## config.mk

```make
export PLATFORM = sky130hd
export DESIGN_NAME = cra_fit
export DESIGN_NICKNAME = d
export VERILOG_FILES = /design/src/rtl/core/contiguous_region_allocator_macros.svh /design/src/rtl/core/cra_pkg.sv /design/src/rtl/core/cra_fit.sv
export SDC_FILE = /design/constraint.sdc
export NUM_CORES = 1
export LEC_CHECK = 0
export BUFFER_PORTS_ARGS = -buffer_cell sky130_fd_sc_hd__buf_4
export CORE_UTILIZATION = 47
export DETAILED_ROUTE_END_ITERATION = 16
export PLACE_DENSITY = 0.86
export SETUP_SLACK_MARGIN = 0.3
export SYNTH_ARGS = -nofsm -noshare
export SYNTH_HDL_FRONTEND = slang
export SYNTH_SLANG_ARGS = --single-unit
```

## constraint.sdc

```tcl
create_clock -name vclk -period 12.3
set_input_delay 3.69 -clock vclk [all_inputs]
set_output_delay 3.69 -clock vclk [all_outputs]
set_load 0.05 [all_outputs]
```

## src/rtl/core/contiguous_region_allocator_macros.svh

```systemverilog
// Assertion macros for the region allocator.
`ifndef CONTIGUOUS_REGION_ALLOCATOR_MACROS_SVH
`define CONTIGUOUS_REGION_ALLOCATOR_MACROS_SVH
`ifndef NO_ASSERTIONS
// Check that the antecedent implies the consequent in the same cycle.
`define CRA_ASSERT_IMP(lbl, clk, rst_n, ante, cons, msg) \
    lbl: assert property (@(posedge clk) disable iff (!rst_n) (ante) |-> (cons)) \
        else $error(msg);
// Check that the antecedent implies the consequent in the next cycle.
`define CRA_ASSERT_NXT(lbl, clk, rst_n, ante, cons, msg) \
    lbl: assert property (@(posedge clk) disable iff (!rst_n) (ante) |=> (cons)) \
        else $error(msg);
`else
`define CRA_ASSERT_IMP(lbl, clk, rst_n, ante, cons, msg)
`define CRA_ASSERT_NXT(lbl, clk, rst_n, ante, cons, msg)
`endif
`endif

```

## src/rtl/core/cra_pkg.sv

```systemverilog
package cra_pkg;

    localparam int ADDR_BITS  = 32;
    localparam int NAME_BYTES = 5;
    localparam int NAME_W     = 40;
    localparam int SPACE_W    = ADDR_BITS + 1;

    localparam logic [NAME_W-1:0] NAME_MASK =
        NAME_W'((64'(1) << (8 * NAME_BYTES)) - 64'(1));
    localparam logic [SPACE_W-1:0] SPACE_RESET = SPACE_W'(1048576);
    localparam logic [SPACE_W-1:0] SPACE_MAX   = SPACE_W'(1) << ADDR_BITS;

    // Item kinds
    localparam logic [1:0] KIND_REQUEST = 2'd0;
    localparam logic [1:0] KIND_RELEASE = 2'd1;
    localparam logic [1:0] KIND_COMPACT = 2'd2;
    localparam logic [1:0] KIND_READ    = 2'd3;

    // Fit modes
    localparam logic [1:0] FIT_FIRST = 2'd0;
    localparam logic [1:0] FIT_BEST  = 2'd1;
    localparam logic [1:0] FIT_WORST = 2'd2;

    // Result status codes
    localparam logic [2:0] ST_OK        = 3'd0;
    localparam logic [2:0] ST_NO_FIT    = 3'd1;
    localparam logic [2:0] ST_FULL      = 3'd2;
    localparam logic [2:0] ST_NO_NAME   = 3'd3;
    localparam logic [2:0] ST_BAD_INDEX = 3'd4;
    localparam logic [2:0] ST_BAD_SIZE  = 3'd5;

    typedef struct packed {
        logic [1:0]        kind;
        logic [NAME_W-1:0] owner_name;
        logic [31:0]       request_size;
        logic [1:0]        fit_mode;
        logic [9:0]        entry_index;
    } t_in;

    typedef struct packed {
        logic [2:0]        status;
        logic [31:0]       region_start;
        logic [31:0]       region_stop;
        logic [NAME_W-1:0] region_owner;
        logic              region_is_hole;
        logic [10:0]       region_count;
    } t_out;

    // One table entry as stored in the RAM
    typedef struct packed {
        logic [NAME_W-1:0]    owner;
        logic [ADDR_BITS-1:0] start;
        logic [ADDR_BITS-1:0] stop;
        logic                 free;
    } t_entry;

    // Verdict of the scan unit on one entry
    typedef struct packed {
        logic [SPACE_W-1:0] len;
        logic               cand;
        logic               match;
    } t_fit;

endpackage

```

## src/rtl/core/cra_fit.sv

```systemverilog
module cra_fit (
    input  cra_pkg::t_entry                i_entry,
    input  logic [cra_pkg::SPACE_W-1:0]    i_size,
    input  logic [1:0]                     i_mode,
    input  logic                           i_found,
    input  logic [cra_pkg::SPACE_W-1:0]    i_best,
    input  logic [cra_pkg::NAME_W-1:0]     i_name,
    output cra_pkg::t_fit                  o_fit
);

    logic [cra_pkg::SPACE_W-1:0] len;
    logic                        better;

    // Length of the region and whether it beats the current pick
    always_comb begin
        len = {1'b0, i_entry.stop} - {1'b0, i_entry.start} + cra_pkg::SPACE_W'(1);
        better = !i_found
              || (i_mode == cra_pkg::FIT_BEST  && len < i_best)
              || (i_mode == cra_pkg::FIT_WORST && len > i_best);
        o_fit.len   = len;
        o_fit.cand  = i_entry.free && (len >= i_size) && better;
        o_fit.match = !i_entry.free && (i_entry.owner == i_name);
    end

endmodule

```

Yosys cells after proc, flatten, opt, wreduce, memory -nomap -nowiden
Cells that the tools add are included.
{ "totals": {"out_inout_bits": 35, "elab_cells": 17, "ff_bits": 0} }
{ "classes": {"reduce_logical": 9, "add_sub_neg": 2, "eq_ne": 3, "magnitude_cmp": 3} }
{ "op_table": {"columns": ["cell", "count"], "rows": [
  ["$eq A40 B40 Y1", 1],
  ["$add A33 B1 Y33 const B", 1],
  ["$ge A33 B33 Y1", 1],
  ["$gt A33 B33 Y1", 1],
  ["$lt A33 B33 Y1", 1],
  ["$sub A32 B32 Y33", 1],
  ["$logic_and A1 B1 Y1", 5],
  ["$eq A2 B1 Y1 const B", 1],
  ["$eq A2 B2 Y1 const B", 1],
  ["$logic_not A1 Y1", 2],
  ["$logic_or A1 B1 Y1", 2]
]} }

Depth between registers and ports, before layout
Gate-level depths: netlist (run 1).
{ "logic_depth": {"depth_word": 7, "mapped_depth": 23, "depth_no_buf": 23} }

Worst setup path after synthesis (run 1)
Ideal clock, no wire load.
{ "synth_timing": {"path_kind": "input to output", "startpoint": "in i_entry[40] in the netlist's numbering", "endpoint": "out o_fit[1] in the netlist's numbering", "path_stages": 19, "path_buffers": 0, "arrival_time_ps": 9102, "path_slack_ps": -492, "required_ps": 8610, "path_cell_list": "inv_1 > ha_1 > ha_1 > a211oi_2 > nor2_1 > or4_4 > a221oi_4 > o21ai_1 > a41oi_2 > or4bb_1 > nand4_1 > ha_1 > nand4_1 > nor4_1 > nand3_1 > nor3_1 > nand2_1 > mux2i_1 > a211oi_1"} }
{ "synth_rtl": {"columns": ["element", "line", "rtl"], "rows": [
  ["start, declared", "cra_fit.sv:2", "input cra_pkg::t_entry i_entry,"],
  ["end, declared", "cra_fit.sv:8", "output cra_pkg::t_fit o_fit"]
]} }

==> results of run 1 <==
[Yosys cell counts, drive strengths merged (3+ instances only)]
master	instances
nor2	19
and3	7
nor4	6
nand2b	5
a21oi	41
o21a	6
a31o	3
nand4	16
xnor2	36
o21bai	3
and2	3
o21ai	22
nand2	20
nor3	9
nand3	11
a31oi	3
xor2	30
mux2i	3
a211oi	9
nor2b	5
a21o	35
o211ai	7
and4	3
inv	108
ha	129
[timing repair]
item | CTS | global route
pin swaps | 0 | 24
gates resized for setup | 3 | 34
endpoints found under the setup margin | 1 | 1
setup buffers | 0 | 16
[power breakdown]
part | total [uW] | switching, uW | internal (uW)
combinational | 569 | 332 | 237
sequential | 0 | 0 | 0
clock | 0 | 0 | 0
total | 569 | 332 | 237
[layout make-up]
type / instances / area share (%)
Multi-Input combinational cell: 452 / 61.6
Timing Repair Buffer: 265 / 30.2
Inverter: 108 / 6.15
Tap cell: 108 / 2.05
[logic make-up (layout without fill, tap and decap cells)]
family | Yosys count | count (layout) | synth area share, %
simple gates | 110 | 110 | 13.9
fa+ha+maj | 130 | 130 | 38.8
xor+xnor | 66 | 66 | 13.7
mux | 3 | 3 | 0.713
buf+inv | 109 | 373 | 9.72
compound gates | 143 | 143 | 23.1
[metrics by stage]
stage / utilization [%] / hold slack (ns)
finish: 76.0 / 7.81
global route: 76.0 / 7.82
CTS: 72.1 / 7.81
detailed placement: 72.0 / 7.81
global placement: 72.0 / 7.82
floorplan: - / 7.58
[worst max-delay path: stages]
cell and delay (ns):
buf_4 0.11, ha_1 0.32, ha_1 0.32, a211oi_1 0.31, nor2_1 0.15, o21ai_2 0.20, o211ai_1 0.23, a31o_1 0.28
a21o_1 0.20, a311oi_2 0.37, xnor2_2 0.13, ha_1 0.31, nand4_1 0.18, nor4_2 0.33, nand3_1 0.15, nor3_2 0.21
nand2_1 0.10, mux2i_2 0.18, a211oi_4 0.29, buf_6 0.21
[per-layer routing]
| layer | GRT usage (%) | wire length [um] | vias to the layer above | share of wire, % |
|---|---|---|---|---|
| li1 | - | - | 2527 | - |
| met1 | 35.8 | 6010 | 2336 | 40 |
| met3 | 3.68 | 1140 | 40 | 7.5 |
| met2 | 51.4 | 7460 | 270 | 49 |
| met5 | 0 | 0 | - | 0 |
| met4 | 6.77 | 501 | 0 | 3.3 |
[worst paths after layout]
check	start	to	slack, ns	cells past startpoint
worst min-delay path	i_entry[0]	o_fit[1]	7.81	4
worst max-delay path	i_entry[3]	o_fit[1]	0.35	20
==> parameters.txt, run 1 <==
Parameter                              Value

Logic synthesis
  Netlist Area Pre-Place    between 0.004 and 0.005 mm^2
  Distinct cells, synth    50
  Most area-hungry cell type in the Yosys netlist    ha_1
  Share of the synthesized area in the top cell type    38.3%
  Count of warnings emitted by yosys    0
  Portion of the post-synthesis area used by sequential elements    0%
  Nets in the synthesized netlist    905
  Mapped Avg Cell Area    7.50 um^2
  Synthesized instance count    561
  Cell types occupying the most area after synthesis    ha_1, inv_1, xnor2_1

GRT
  Total track usage    28.5%
  Number of global-route vias before repair    5026
  First-pass GRT wire length    approximately 23 mm
  Pin count of the biggest net entering global routing    9
  Initial antenna violation count    0
  Global route overflow    0

STA
  Setup repair after global routing missed its margin    yes
  Actual transition at the worst max-transition pin    1.08 ns
  Number of hold violations in the final report    0
  Normalized max-slew margin    26.0%
  Fmax achieved    0.0837 GHz
  Setup TNS    0 ns
  Setup ws final    0.347 ns
  Post-route fraction of the period consumed by the critical path    97.2%
  Count of final setup violators    0
  Tmin final    11.95 ns
  Number of pins exceeding their max-slew limit in the final report    0

Critical path
  Critical path type    input port to output pin
  Data required time of the worst path    8.61 ns
  Worst setup SP type    input port
  Worst EP arrival    8.26 ns
  Worst-path fanout max    4
  Endpoint class of the critical path    output pin

Placement
  Setup Slack @ Placement    0.201 ns
  Gp weighted congestion    0.969
  Placement Cell Area    0.00625 mm^2
  Post-DP HPWL    approximately 13 mm
  IO Port Bufs    249
  Cell total after placement    ~900

Final layout
  Count of sequential standard cells    0
  Most frequent cells in the layout    buf_4, ha_1, inv_1
  Storage cell area    0 um^2
  Final cell count without fillers    933
  Number of diodes    0
  Layout Cell Area excl Fill    0.00659 mm^2
  NumNets Final    between 1k and 1.5k
  Total area of multi-input combinational cells    0.00406 mm^2
  Clock tree buffer count of the final layout    0
  Fillers    651
  Share of cells above drive strength 1    37.1%
  Most common cell after layout, fill and taps aside    buf_4
  Layout overhead on the synthesized area    56.6%

Detailed routing
  Remaining design rule violation count    0
  Final antenna-violating net count    0
  Drt wl/cell    16.2 um
  Via density    5.54
  1st-pass router iterations    4
  Final Routed Wirelength    15.1 mm
  Starting DRC count in detailed routing    about 190
  Via Count    5173

Floorplanning
  Die span in x    96.6 um
  Area of the die    approximately 0.0093 mm^2
  Floorplan Core Area    0.00868 mm^2
  Boundary pin count    around 250
  Die height    96.6 um
  Starting utilization of the core area    48.5%
  Number of placement rows    34

Job
  Number of max-cap violations    0

Power
  Worst IR Drop VDD    approximately 0.074 mV
  Power per cell area    86.3 mW/mm^2
  Leakage    roughly 0.0038 uW
  Design Power    569 uW

Clock network
  Quantity of hold-fixing buffers added after cts    0

Hold path
  Path class of the lowest-slack min-delay path    input port to output pin

Outcome
  Outcome    complete, no violations
Power figures use the tool's default switching activity.
==> run 2, diff against run 1 <==
--- a/config.mk
+++ b/config.mk
@@ -5,10 +5,11 @@
 export SDC_FILE = /design/constraint.sdc
 export NUM_CORES = 1
 export LEC_CHECK = 0
+export ABC_CLOCK_PERIOD_IN_PS = 12300
 export BUFFER_PORTS_ARGS = -buffer_cell sky130_fd_sc_hd__buf_4
 export CORE_UTILIZATION = 47
 export DETAILED_ROUTE_END_ITERATION = 16
-export PLACE_DENSITY = 0.86
+export PLACE_DENSITY = 0.87
 export SETUP_SLACK_MARGIN = 0.3
 export SYNTH_ARGS = -nofsm -noshare
 export SYNTH_HDL_FRONTEND = slang
==> run 2 against run 1 <==
- sequential share of layout area stayed put
- count of clock-buffer cells in the layout stayed put
- global-route usage is 0.23 points higher
- largest power group unchanged
- via count is 2.1% lower
- cell area is 2.3% lower
- sequential cell count stayed put
- cell count is 0.32% lower
- critical path depth is 4 higher
- wire length is 4.0% lower
- power is 2.1% lower
- highest routed layer unchanged
- worst hold slack worse by 0.051 ns
- non-clock buffer count is 3 lower
==> parameters.txt, run 2 (synthesis gave the netlist of run 1 again) <==
Parameter                              Value

Hold path
  Launch instance of the worst min-delay path    i_entry[0]
  Hold Path Sink    o_fit[1]
  Hold Path Depth    4 (unchanged)
  Path class of the lowest-slack min-delay path    input port to output pin

Critical path
  Worst-path fanout max    4 (unchanged)
  Data required time of the worst path    8.61 ns (about the same)
  Critical path type    input port to output pin
  Worst path cell trace    buf_4 > inv_1 > ha_1 > inv_1 > ha_1 > inv_1 > fa_2 > nor2b_4 > o2111ai_2 > nand3_2 > a221oi_4 > o21ai_2 > a41oi_4 > or4bb_1 > nand4_1 > ha_1 > nand4_1 > nor4_2 > nand3_1 > nor3_4 > nand2_1 > mux2i_1 > a211oi_4 > buf_6
  Critical Path Slowest Stage Cell    or4bb_1
  Critical Path Max Stage Delay    0.50 ns (+0.13 ns)
  Worst EP arrival    8.09 ns (-0.17 ns)
  Worst setup SP type    input port
  Endpoint class of the critical path    output pin

Floorplanning
  Floorplan Core Area    0.00868 mm^2 (unchanged)
  Number of placement rows    34 (unchanged)
  Boundary pin count    249 (unchanged)
  Starting utilization of the core area    48.5% (unchanged)
  Area of the die    0.00934 mm^2 (unchanged)
  Die span in x    96.6 um (unchanged)
  Die height    96.6 um (unchanged)

STA
  Actual transition at the worst max-transition pin    0.476 ns (-0.606 ns)
  Number of hold violations in the final report    0 (unchanged)
  Setup ws final    0.518 ns (+0.170 ns)
  Setup repair after global routing missed its margin    no
  Count of final setup violators    0 (unchanged)
  Post-route fraction of the period consumed by the critical path    95.8% (-1.4 points)
  Setup TNS    0 ns (unchanged)
  Number of pins exceeding their max-slew limit in the final report    0 (unchanged)
  Min Hold Slack    7.76 ns (-0.0515 ns)
  Tmin final    11.78 ns (-0.170 ns)
  Normalized max-slew margin    67.4% (+41 points)
  Fmax achieved    0.0849 GHz (+1.4%)

Detailed routing
  Final antenna-violating net count    0 (unchanged)
  Via density    5.45 (-1.8%)
  Via Count    5065 (-2.1%)
  Drt wl/cell    15.6 um (-3.7%)
  Starting DRC count in detailed routing    153 (-19%)
  Remaining design rule violation count    0 (unchanged)
  Final Routed Wirelength    14.5 mm (-4.0%)
  1st-pass router iterations    4 (unchanged)

Final layout
  Number of diodes    0 (unchanged)
  Most frequent cells in the layout    buf_4, ha_1, inv_1
  Most common cell after layout, fill and taps aside    buf_4
  Clock tree buffer count of the final layout    0 (unchanged)
  Storage cell area    0 um^2 (unchanged)
  NumNets Final    1168 (-0.26%)
  Count of sequential standard cells    0 (unchanged)
  Layout overhead on the synthesized area    53.0%
  Final Core Density    74.2% (-1.8 points)
  Final cell count without fillers    930 (-0.32%)
  Share of cells above drive strength 1    34.8% (-2.3 points)

Placement
  Setup Slack @ Placement    0.291 ns (+0.0904 ns)
  IO Port Bufs    249 (unchanged)
  Post-DP HPWL    12.8 mm (+1.4%)
  Gp weighted congestion    0.921 (-4.9%)
  Cell total after placement    917 (unchanged)

Outcome
  Outcome    complete, no violations

GRT
  First-pass GRT wire length    22.9 mm (+1.3%)
  Global route overflow    0 (unchanged)
  Initial antenna violation count    0 (unchanged)
  Number of global-route vias before repair    5076 (+0.99%)
  Pin count of the biggest net entering global routing    9 (unchanged)
  Total track usage    28.8% (+0.23 points)

Job
  Number of max-cap violations    0 (unchanged)

Clock network
  Quantity of hold-fixing buffers added after cts    0 (unchanged)

Power
  Worst IR Drop VDD    0.0761 mV (+2.8%)
  Power per cell area    86.5 mW/mm^2 (+0.24%)
  Leakage    0.00380 uW (-0.15%)
## run 2: cell types whose count changed in the layout (fill, tap and decap cells not counted), moves of 2 or more
| cell | previous run | this run |
|---|---|---|
| buf_4 | 264 | 261 |
| ha_1 | 117 | 125 |
| ha_4 | 11 | 3 |
| inv_1 | 105 | 108 |
| inv_2 | 3 | 0 |
| o21ai_0 | 18 | 20 |
| o21ai_1 | 2 | 0 |
| xnor2_1 | 34 | 36 |
| xnor2_2 | 2 | 0 |
## run 2: final cells by class
class,instances,area [um^2]
tap,108,135
fill,667,2240
multi-input combinational,452,3930
inverter,108,405
timing repair buffer,262,1970
## run 2: timing repair
item                                    in CTS  in global routing
setup buffers                                0                 13
pin swaps                                    0                 13
cloned                                       0                  0
gates resized for setup                      1                 15
endpoints found under the setup margin       1                  1
## run 2: power breakdown
group / leakage [uW] / total (uW) / switching (uW) / internal, uW
Clock: 0 / 0 / 0 / 0
Sequential: 0 / 0 / 0 / 0
Combinational: 0.00380 / 557 / 328 / 230
## run 2: metrics by stage
step,power (uW),cell area [um^2]
4_1_cts,532,6250
3_3_place_gp,512,6250
2_1_floorplan,353,4250
5_1_grt,601,6440
3_5_place_dp,528,6250
6_report,557,6440
## run 2: per-layer routing
metal / GRT usage, % / share of wire, % / vias to the layer above
met2: 55.1 / 52 / 208
li1: - / - / 2512
met5: 0 / 0 / -
met4: 4.48 / 1.7 / 0
met3: 2.96 / 6.4 / 25
met1: 34.7 / 40 / 2320
## run 2: critical path: cells and delay by family
family,cells,cell delay [ns]
simple gates,9,1.87
fa+ha+maj,4,1.01
compound gates,5,0.90
buf+inv,5,0.45
mux,1,0.16
## run 2: how the worst max path moves through the flow
| stage | start | endpoint | depth (start not counted) |
|---|---|---|---|
| 2_1_floorplan | i_entry[40] | o_fit[1] | 19 |
| 3_3_place_gp | i_entry[2] | o_fit[1] | 23 |
| 3_5_place_dp | i_entry[2] | o_fit[1] | 24 |
| 4_1_cts | i_entry[2] | o_fit[1] | 23 |
| 5_1_grt | i_entry[2] | o_fit[1] | 24 |
| 6_report | i_entry[2] | o_fit[1] | 24 |
