$ cat src/rtl/core/contiguous_region_allocator_macros.svh
// Assertion macros for the region allocator.
`ifndef CONTIGUOUS_REGION_ALLOCATOR_MACROS_SVH
`define CONTIGUOUS_REGION_ALLOCATOR_MACROS_SVH
`ifndef NO_ASSERTIONS
// Check that the antecedent implies the consequent in the same cycle.
`define CRA_ASSERT_IMP(lbl, clk, rst_n, ante, cons, msg) \
    lbl: assert property (@(posedge clk) disable iff (!rst_n) (ante) |-> (cons)) \
        else $error(msg);
// Check that the antecedent implies the consequent in the next cycle.
`define CRA_ASSERT_NXT(lbl, clk, rst_n, ante, cons, msg) \
    lbl: assert property (@(posedge clk) disable iff (!rst_n) (ante) |=> (cons)) \
        else $error(msg);
`else
`define CRA_ASSERT_IMP(lbl, clk, rst_n, ante, cons, msg)
`define CRA_ASSERT_NXT(lbl, clk, rst_n, ante, cons, msg)
`endif
`endif

$ cat src/rtl/core/cra_ram.sv
module cra_ram #(
    parameter int WIDTH = 8,
    parameter int DEPTH = 16
) (
    input  logic                     i_clk,
    input  logic                     i_we,
    input  logic [$clog2(DEPTH)-1:0] i_waddr,
    input  logic [WIDTH-1:0]         i_wdata,
    input  logic [$clog2(DEPTH)-1:0] i_raddr,
    output logic [WIDTH-1:0]         o_rdata
);

    logic [WIDTH-1:0] r_mem [DEPTH];
    logic [WIDTH-1:0] r_rdata;

    // Write port and registered read port
    always_ff @(posedge i_clk) begin
        if (i_we) begin
            r_mem[i_waddr] <= i_wdata;
        end
        r_rdata <= r_mem[i_raddr];
    end

    assign o_rdata = r_rdata;

endmodule

$ cat config.mk
export PLATFORM = sky130hd
export DESIGN_NAME = cra_ram
export DESIGN_NICKNAME = d
export VERILOG_FILES = /design/src/rtl/core/contiguous_region_allocator_macros.svh /design/src/rtl/core/cra_ram.sv
export SDC_FILE = /design/constraint.sdc
export NUM_CORES = 1
export LEC_CHECK = 0
export BUFFER_PORTS_ARGS = -buffer_cell sky130_fd_sc_hd__buf_2
export CAP_MARGIN = 40
export CORE_MARGIN = 4
export CORE_UTILIZATION = 50
export DETAILED_ROUTE_END_ITERATION = 6
export PLACE_DENSITY = 0.78
export SLEW_MARGIN = 20
export SYNTH_ARGS = -nofsm -noshare
export SYNTH_HDL_FRONTEND = slang
export SYNTH_SLANG_ARGS = --single-unit
$ cat constraint.sdc
create_clock -name i_clk -period 2.1 [get_ports i_clk]
set_clock_uncertainty 0.1 [all_clocks]
set_input_delay 0.315 -clock i_clk [delete_from_list [all_inputs] [get_ports i_clk]]
set_output_delay 0.315 -clock i_clk [all_outputs]
set_load 0.02 [all_outputs]
Word level (Yosys, flattened, before mapping)
Memories as Yosys holds them, arrays and structs flattened. A register that Yosys moved wholly into a read port is not among the register bits. Cells that the tools add are included.

Register bits: 0. RAM bits: 128. Input bits: 18. Output and inout bits: 8. Word-level logic and storage cells: 3. Memories kept: 1.

Muxes and demuxes: 2.

Memories: r_mem (depth 16, width 8, read ports 1, clocked after Yosys merged registers in 1, write ports 1, line cra_ram.sv:13) `logic [WIDTH-1:0] r_mem [DEPTH];`.

Operator list (number): 2-to-1 mux 1 bit (2).

Longest topological paths before layout
Gate-level depths: netlist of the first run.

Depth after elaboration: 2. Depth in mapped cells: 5. Mapped depth without buffers: 3.

Worst setup path after synthesis of the first run
No wires, ideal clock.

Kind: input -> register. Start point: input port i_waddr[2]. End point: memory r_mem[0][0], enable pin. Library setup time: 0.383 ns. Data arrival time: 1.425 ns. Required time: 1.617 ns. Path slack: 0.192 ns. Stages: 2. Path buffers: 0. Cells stage by stage: or3b_2 > nor3_1.

RTL lines: start: declaration (line cra_ram.sv:7) `input logic [$clog2(DEPTH)-1:0] i_waddr,`; end: declaration (line cra_ram.sv:13).

No word-level cell before the write port.

==> metrics.txt, run 1 <==
first-pass GRT wire length 15.6 mm; kind of path behind the tightest hold check primary input to flip-flop; post-synthesis sequential element count 136; width of the die 109 um; Total Wirelength 10.1 mm; GR Util All Layers 0.188; kind of end point of the critical path flip-flop; Worst Path Required 2.38 ns; area share of the leading cell type in the synthesized netlist 0.747; total power per unit cell area 1040 nW/um2; net count after synthesis 247; Post-CTS Setup Repair Bufs 0; leakage power total 2.15 nW; Layout fillers 689; total congestion overflow after global routing 0; count of pins on the block boundary 26; root cell of the clock tree sky130_fd_sc_hd__clkbuf_8; half-perimeter wire length after placement 6.43 mm; hold violation count in the final report 0; clock network power share 0.478; post-synthesis average cell area 22.5 um2; Pre-Repair DR Iteration Count 4; initial antenna violation count 0; most common cell after layout, fill and taps aside sky130_fd_sc_hd__edfxtp_1; depth of the worst register-to-register path 3; start of the worst register-to-register path r_mem[11][7]; maximum capacitance violations 0; largest net degree at the start of global routing 20; vias after detailed routing 2509; die area 12000 um2; Peak supply drop 0.660 mV; Final min period 1.50 ns; fraction of power spent switching nets 0.195; instance count after placement with tap cells included 405; DRC viols 0; via count normalized by instance count 5.74; part of the power in registers 0.473; hold buffers post-CTS 0; via count of the first global-routing pass 2615; classification of the worst setup path flip-flop to flip-flop; combinational power share 0.049; footprint of the multi-input gates 1060 um2; worst rel slew slack 0.662; Worst EP arrival 1.78 ns; net switching power 1.26 mW; largest area contributor in the synthesized netlist sky130_fd_sc_hd__edfxtp_1; Buffers on Ports 25; RSZ-0062 raised after global routing false; Achievable Freq 665 MHz; Post-Synthesis Cell Area 5150 um2; number of instances resized during post-cts repair 0; total number of nets in the final design 309; slew of the pin with the lowest slew margin 0.506 ns; standard cell with the maximum stage delay on the critical path sky130_fd_sc_hd__mux4_2; total of endpoints with negative setup slack in the final report 0; Slew Limit Fails 0; Ys Warns 0; sequential cell area in the final layout 4000 um2; worst skew pair latency 0.51 ns; final weighted congestion in routability-driven placement 0.851; clk slew on worst S/H paths 0.06 ns; placeable core region 9910 um2; crit path launch type flip-flop; Hold Path Depth 1; dominant cells by area after synthesis sky130_fd_sc_hd__edfxtp_1 75%, sky130_fd_sc_hd__mux4_2 7.9%, sky130_fd_sc_hd__mux4_1 7.1%; source of the critical timing path r_mem[11][7]; status completed; number of H-tree branching levels 4; antenna-violating nets left 0; Yosys cell types 19; stage delay of the slowest cell on the critical path 0.47 ns; post-detailed-route wirelength per cell 23.1 um; hold_sp i_wdata[2]; most frequent cells in the layout 128 x sky130_fd_sc_hd__edfxtp_1, 25 x sky130_fd_sc_hd__buf_2, 25 x sky130_fd_sc_hd__buf_4, 18 x sky130_fd_sc_hd__mux4_2; number of DRC markers after the initial detailed-route iteration 185; layout-stage area growth over the synthesis result 20.9%; share of the yosys chip area belonging to registers 0.778; ratio of cells with drive above 1 in the final layout 0.329; CTS sink cnt 136; maximum fanout along the worst path 1; cell internal power dissipation 5.19 mW; TritonCTS Buffers 17; antenna cells 0; Final TNS setup 0 ns; clock buffer depth 2; number of rows in the core area 36; CP cell instances mux4_2 > a22oi_1 > nand2_1; die span in y 109 um; effective utilization at floorplan 0.519; final worst path period share 0.716; post-synthesis cell count 229; non-filler cells in the finished layout 437; TritonCTS clock tree yes
-- per-layer routing --
layer	GRT usage	vias up	share of wire
met4	0.0730	0	0.014
met1	0.268	1286	0.43
met2	0.282	112	0.49
li1	-	1098	-
met3	0.0482	13	0.069
met5	0	-	0
-- metrics by stage --
step	worst slack [ns]	hold WS, ns	power [mW]	cell area, um2	utilization
floorplan	0.192	0.314	3.28	5150	-
global placement	0.226	0.549	3.41	5600	0.565
detailed placement	0.173	0.564	3.42	5600	0.565
CTS	0.597	0.0553	6.49	6220	0.628
global route	0.537	0.0741	6.65	6220	0.628
finish	0.596	0.0754	6.45	6220	0.628
-- cells in the mapped netlist --
library cell                        n
sky130_fd_sc_hd__clkdlybuf4s25_2    3
sky130_fd_sc_hd__edfxtp_1         128
sky130_fd_sc_hd__nand3_1            1
sky130_fd_sc_hd__nand3b_1           2
sky130_fd_sc_hd__buf_2              3
sky130_fd_sc_hd__dfxtp_1            8
sky130_fd_sc_hd__buf_6              3
sky130_fd_sc_hd__mux4_2            18
sky130_fd_sc_hd__nor2b_1            1
sky130_fd_sc_hd__or3b_2             1
sky130_fd_sc_hd__nor3_1             4
sky130_fd_sc_hd__and2b_1            1
sky130_fd_sc_hd__buf_4              1
sky130_fd_sc_hd__a22oi_1           16
sky130_fd_sc_hd__nand2_1            9
sky130_fd_sc_hd__nor2_1            13
sky130_fd_sc_hd__and2_1             1
sky130_fd_sc_hd__nand2b_1           2
sky130_fd_sc_hd__mux4_1            14
-- sequential cells by signal, summed over array words and instances (netlist names) --
name	flops
o_rdata	8
r_mem	128
-- layout make-up --
cell class,instances,share of cell area
clock inverter,15,0.0334
tap,133,0.0267
sequential,136,0.643
clock buffer,17,0.0666
multi-input combinational,83,0.170
timing repair buffer,53,0.0599
-- worst max-delay path, delay by kind of cell (launching register included) --
kind	cells	cell delay [ns]
mux	1	0.47
flops	1	0.36
compound gates	1	0.34
simple gates	1	0.10
-- cells by family (layout without fill, tap and decap cells) --
family                 after synthesis  count (layout)  synth area share
flip-flops                         136             136             0.778
AO/OA/AOI/OAI                       16              16            0.0233
AND/OR/NAND/NOR                     35              35            0.0318
multiplexers                        32              32             0.150
buffers and inverters               10              85            0.0168
-- power by group through the flow --
stage / combinational, mW / clock (mW) / sequential, mW
2_1_floorplan: 0.154 / 0 / 3.13
3_3_place_gp: 0.303 / 0 / 3.11
3_5_place_dp: 0.314 / 0 / 3.11
4_1_cts: 0.317 / 3.12 / 3.05
5_1_grt: 0.339 / 3.25 / 3.06
6_report: 0.313 / 3.09 / 3.05
-- final timing paths --
check | slack, ns | end
worst max register to register | 0.60 | o_rdata[7]
worst min-delay path | 0.08 | r_mem[1][2]
worst max-delay path | 0.60 | o_rdata[7]
worst min register to register | 0.57 | o_rdata[3]
Power figures use the tool's default switching activity.
==> run 2, diff against run 1 <==
==> constraint.sdc (replaced) <==
create_clock -name i_clk -period 1.55 [get_ports i_clk]
set_clock_uncertainty 0.1 [all_clocks]
set_input_delay 0.2325 -clock i_clk [delete_from_list [all_inputs] [get_ports i_clk]]
set_output_delay 0.2325 -clock i_clk [all_outputs]
set_load 0.02 [all_outputs]
==> run 2 against run 1 <==
Utilization increased by 0.68 points; critical path type unchanged; critical endpoint is now o_rdata[1]; non-clock buffer count increased by 10; routed wire length increased by 0.17%; cell area increased by 1.1%; power increased by 32%; combinational power increased by 44%; global-route usage increased by 0.55 points; die area unchanged.
==> metrics.txt, run 2 (same netlist as run 1, synthesis figures left out) <==
status completed; count of pins on the block boundary 26; root cell of the clock tree sky130_fd_sc_hd__clkbuf_8; number of H-tree branching levels 4; hold buffers post-CTS 8; worst skew pair latency 0.52 ns; vias after detailed routing 2505; worst slack at placement -0.292 ns; Worst Path Required 1.86 ns; worst setup slack for register-to-register paths 0.08 ns; RSZ-0062 raised after global routing false; post-detailed-route wirelength per cell 22.6 um; TritonCTS clock tree yes; number of instances resized during post-cts repair 0; total of endpoints with negative setup slack in the final report 0; die area 12000 um2; total congestion overflow after global routing 0; leakage power total 2.18 nW; maximum capacitance violations 0; TritonCTS Buffers 17; clk slew on worst S/H paths 0.06 ns; die span in y 109 um; most frequent cells in the layout 128 x sky130_fd_sc_hd__edfxtp_1, 27 x sky130_fd_sc_hd__buf_4, 25 x sky130_fd_sc_hd__buf_2, 18 x sky130_fd_sc_hd__mux4_2; total power per unit cell area 1350 nW/um2; final weighted congestion in routability-driven placement 0.735; Achievable Freq 678 MHz; kind of path behind the tightest hold check primary input to flip-flop; final worst path period share 0.951; top register by number of flip-flops r_mem; first-pass GRT wire length 15.9 mm; worst rel slew slack 0.542; antenna cells 0; DRC viols 0; most common cell after layout, fill and taps aside sky130_fd_sc_hd__edfxtp_1; Post-CTS Setup Repair Bufs 0; via count of the first global-routing pass 2781; flip-flop count of the largest register, all copies and words added 128; Worst EP arrival 1.78 ns; half-perimeter wire length after placement 6.25 mm; via count normalized by instance count 5.60; ratio of cells with drive above 1 in the final layout 0.338; width of the die 109 um; Total Wirelength 10.1 mm; effective utilization at floorplan 0.519; footprint of the multi-input gates 1060 um2; clock buffer depth 2; layout-stage area growth over the synthesis result 22.2%; slack of the critical path 0.0755 ns; antenna-violating nets left 0; Peak supply drop 1.36 mV; Slew Limit Fails 0; slew of the pin with the lowest slew margin 0.685 ns; maximum fanout along the worst path 1; largest net degree at the start of global routing 21; sequential cell area in the final layout 4000 um2; number of rows in the core area 36; hold violation count in the final report 0; initial antenna violation count 0; classification of the worst setup path flip-flop to flip-flop; Pre-Repair DR Iteration Count 4; number of DRC markers after the initial detailed-route iteration 158; GR Util All Layers 0.194; fraction of the core area covered by cells at the end of the flow 0.635; Final min period 1.47 ns; placeable core region 9910 um2; total number of nets in the final design 319; Buffers on Ports 25; instance count after placement with tap cells included 407; crit path launch type flip-flop; CTS sink cnt 136; kind of end point of the critical path flip-flop; non-filler cells in the finished layout 447; Layout fillers 688
[run 2: routing by layer]
layer	routed length (um)	GRT usage	vias up
met5	0	0	-
met4	85	0.0721	0
met3	541	0.0611	8
met2	5150	0.304	88
met1	4320	0.256	1286
li1	-	-	1123
[run 2: where the power goes]
group	leakage (nW)	switching, mW	internal (mW)	total [mW]
registers	1.22	0.0256	4.11	4.14
clock network	0.282	1.48	2.45	3.93
logic	0.672	0.250	0.200	0.450
[run 2: area by class of cell]
class | instances | share of cell area
Multi-Input combinational cell | 83 | 0.169
Tap cell | 133 | 0.0265
Sequential cell | 136 | 0.637
Clock inverter | 15 | 0.0278
Timing Repair Buffer | 63 | 0.0744
Clock buffer | 17 | 0.0658
[run 2: path summary, 6_finish.rpt]
check,cells past startpoint,to,start
max,3,o_rdata[1],r_mem[9][1]
max reg2reg,3,o_rdata[1],r_mem[9][1]
min,3,r_mem[0][6],i_waddr[0]
min reg2reg,3,o_rdata[4],r_mem[8][4]
[run 2: through the flow]
| step | hold WS (ns) | power, mW | cell area (um2) | TNS [ns] |
|---|---|---|---|---|
| floorplan | 0.231 | 4.44 | 5150 | -1.42 |
| global placement | 0.507 | 4.63 | 5620 | -1.81 |
| detailed placement | 0.530 | 4.65 | 5620 | -2.25 |
| CTS | 0.153 | 8.58 | 6290 | 0 |
| global route | 0.176 | 8.81 | 6290 | 0 |
| finish | 0.183 | 8.52 | 6290 | 0 |
[run 2: worst max-delay path, stage by stage, from the launching register on]
cell and delay [ns]:
sky130_fd_sc_hd__edfxtp_1 0.39, sky130_fd_sc_hd__mux4_1 0.52, sky130_fd_sc_hd__a22oi_1 0.27, sky130_fd_sc_hd__nand2_1 0.08
==> run 3, diff against run 2 <==
--- a/config.mk
+++ b/config.mk
@@ -5,13 +5,14 @@
 export SDC_FILE = /design/constraint.sdc
 export NUM_CORES = 1
 export LEC_CHECK = 0
+export ABC_AREA = 1
 export BUFFER_PORTS_ARGS = -buffer_cell sky130_fd_sc_hd__buf_2
 export CAP_MARGIN = 40
 export CORE_MARGIN = 4
 export CORE_UTILIZATION = 50
 export DETAILED_ROUTE_END_ITERATION = 6
 export PLACE_DENSITY = 0.78
-export SLEW_MARGIN = 20
+export SLEW_MARGIN = 0
 export SYNTH_ARGS = -nofsm -noshare
 export SYNTH_HDL_FRONTEND = slang
 export SYNTH_SLANG_ARGS = --single-unit
==> run 3 against run 2 <==
Register-to-register slack better by 0.24 ns; die area grew 11%; cell area rose by 7.7%; sequential power barely moved; cell count rose by 67%; critical path depth decreased by 2; sequential share of layout area down 4.6 points; non-clock buffer count down 14; combinational power grew 21%; hold slack got worse by 0.12 ns.
==> metrics.txt, run 3 <==
first-pass GRT wire length 20.2 mm; layout-stage area growth over the synthesis result 17.5%; endpoint of the most critical register-to-register path o_rdata[6]; TritonCTS Buffers 17; Achievable Freq 784 MHz; leakage power total 2.97 nW; Yosys cell types 12; hold buffers post-CTS 0; total of endpoints with negative setup slack in the final report 0; top_reg_cell synth sky130_fd_sc_hd__edfxtp_1; stage delay of the slowest cell on the critical path 0.35 ns; Final TNS setup 0 ns; Slew Limit Fails 0; antenna-violating nets left 0; die area 13300 um2; dominant cells by area after synthesis sky130_fd_sc_hd__edfxtp_1 67%, sky130_fd_sc_hd__nand2_1 11%, sky130_fd_sc_hd__nand3_1 8.4%; count of pins on the block boundary 26; Bufs and invs on worst path 1; net switching power 1.87 mW; worst skew pair latency 0.42 ns; total number of nets in the final design 613; number of enable-type register cells in the synthesized netlist 128; Worst Hold End o_rdata[4]; initial antenna violation count 0; Post-Synthesis Cell Area 5770 um2; worst slack at placement 0.135 ns; Worst EP arrival 0.94 ns; Worst Path Required 1.22 ns; number of DRC markers after the initial detailed-route iteration 394; Post-CTS Setup Repair Bufs 0; Ys Warns 0; GR Util All Layers 0.209; footprint of the multi-input gates 1210 um2; flip-flop count of the largest register, all copies and words added 128; antenna cells 0; total power per unit cell area 1350 nW/um2; share of synthesized flip-flops with an asynchronous set or reset 0; net count after synthesis 569; top register by number of flip-flops r_mem; number of H-tree branching levels 4; most frequent cells in the layout 173 x sky130_fd_sc_hd__nand2_1, 128 x sky130_fd_sc_hd__edfxtp_1, 100 x sky130_fd_sc_hd__inv_1, 97 x sky130_fd_sc_hd__nand3_1, 25 x sky130_fd_sc_hd__buf_2; Buffers on Ports 25; Total Wirelength 13.0 mm; die span in y 115 um; post-synthesis average cell area 10.5 um2; combinational power share 0.059; post-synthesis sequential element count 136; Pre-Repair DR Iteration Count 6; depth of the worst register-to-register path 6; vias after detailed routing 3907; worst setup slack for register-to-register paths 0.32 ns; effective utilization at floorplan 0.521; clock buffer depth 2; TritonCTS clock tree yes; largest net degree at the start of global routing 65; standard cell with the maximum stage delay on the critical path sky130_fd_sc_hd__dfxtp_1; classification of the worst setup path flip-flop to output pin; half-perimeter wire length after placement 7.82 mm; post-detailed-route wirelength per cell 17.4 um; width of the die 115 um; most instantiated cells after synthesis 173 x sky130_fd_sc_hd__nand2_1, 128 x sky130_fd_sc_hd__edfxtp_1, 100 x sky130_fd_sc_hd__inv_1; Layout fillers 862; post-synthesis cell count 551; most common cell after layout, fill and taps aside sky130_fd_sc_hd__nand2_1; area share of the leading cell type in the synthesized netlist 0.667; via count of the first global-routing pass 3800; cell internal power dissipation 7.27 mW; via count normalized by instance count 5.22; CTS sink cnt 136; CP cell instances buf_2; number of instances resized during post-cts repair 0; hold_sp i_raddr[3]; ratio of cells with drive above 1 in the final layout 0.130; kind of end point of the critical path output pin; DRC viols 0; Crit path max-delay family flip-flops; kind of path behind the tightest hold check primary input to flip-flop; slew of the pin with the lowest slew margin 0.577 ns; final weighted congestion in routability-driven placement 0.881; Hold Path Depth 3; share of the yosys chip area belonging to registers 0.694; maximum capacitance violations 0; status completed; total congestion overflow after global routing 0; Final min period 1.28 ns; root cell of the clock tree sky130_fd_sc_hd__clkbuf_16; maximum fanout along the worst path 1; placeable core region 11100 um2; part of the power in registers 0.453; worst rel slew slack 0.615; clock network power share 0.488; crit path launch type flip-flop; RSZ-0062 raised after global routing false; slack of the critical path 0.274 ns; sequential cell area in the final layout 4000 um2; leading cell type by number of instances after synthesis sky130_fd_sc_hd__nand2_1; fraction of power spent switching nets 0.205; clk slew on worst S/H paths 0.06 ns; Peak supply drop 1.15 mV; largest area contributor in the synthesized netlist sky130_fd_sc_hd__edfxtp_1; start of the worst register-to-register path r_mem[1][6]; final worst path period share 0.823; number of rows in the core area 38; hold violation count in the final report 0
==> run 3: changes by cell type in the layout (fill, tap and decap cells not counted), sizes merged, moves of 4 or more <==
cell / previous run / this run
buf: 55 / 49
nor3: 4 / 0
a22oi: 16 / 0
nand2: 9 / 173
inv: 3 / 102
dlygate4sd3: 8 / 0
nand3: 1 / 97
mux4: 32 / 0
nor2: 13 / 17
==> run 3: logic make-up (layout without fill, tap and decap cells) <==
kind of cell / count (synthesis) / after routing / synth area share
flops: 136 / 136 / 0.694
simple gates: 289 / 289 / 0.210
buf+inv: 126 / 183 / 0.0952
==> run 3: worst register-to-register path: stages, from the launching register on <==
cell	delay [ns]
sky130_fd_sc_hd__edfxtp_1	0.39
sky130_fd_sc_hd__inv_1	0.07
sky130_fd_sc_hd__nand2_1	0.04
sky130_fd_sc_hd__nand3_1	0.12
sky130_fd_sc_hd__nand3_1	0.13
sky130_fd_sc_hd__nand3_1	0.18
sky130_fd_sc_hd__nand2_1	0.07
==> run 3: layer usage <==
layer	GRT usage	part of all wire	up-vias	wire, um
met4	0.0892	0.023	0	294
li1	-	-	1864	-
met1	0.277	0.41	1849	5280
met5	0	0	-	0
met2	0.334	0.49	170	6410
met3	0.0479	0.078	24	1020
==> run 3: how the worst max path moves through the flow <==
| stage | from | endpoint | slack, ns | cells past startpoint |
|---|---|---|---|---|
| 3_3_place_gp | i_raddr[2] | o_rdata[4] | 0.13 | 5 |
| 2_1_floorplan | i_waddr[2] | r_mem[10][0] | 0.27 | 2 |
| 3_5_place_dp | i_raddr[2] | o_rdata[5] | 0.13 | 5 |
| 6_report | o_rdata[0] | o_rdata[0] | 0.27 | 1 |
| 4_1_cts | o_rdata[0] | o_rdata[0] | 0.26 | 1 |
| 5_1_grt | r_mem[1][6] | o_rdata[6] | 0.24 | 6 |
==> run 3: metrics by stage <==
step | util | instances | total power, mW | hold WS (ns) | area, um2
CTS | 0.612 | 748 | 9.18 | 0.0478 | 6780
floorplan | - | 551 | 4.53 | 0.231 | 5770
detailed placement | 0.552 | 716 | 4.75 | 0.480 | 6120
finish | 0.612 | 748 | 9.14 | 0.0652 | 6780
global placement | 0.552 | 716 | 4.74 | 0.477 | 6120
global route | 0.612 | 748 | 9.43 | 0.0719 | 6780
==> run 3: cell type report <==
| class | instances | area share |
|---|---|---|
| inverter | 102 | 0.0565 |
| multi-input combinational | 289 | 0.179 |
| clock inverter | 14 | 0.0338 |
| sequential | 136 | 0.591 |
| timing repair buffer | 49 | 0.0506 |
| tap | 140 | 0.0258 |
| clock buffer | 18 | 0.0633 |
==> run 3: power by group through the flow <==
stage	Sequential (mW)	Clock (mW)	Combinational, mW
final	4.14	4.46	0.544
after global routing	4.14	4.69	0.596
after CTS	4.14	4.50	0.544
after detailed placement	4.21	0	0.537
after floorplan	4.24	0	0.290
after global placement	4.21	0	0.525
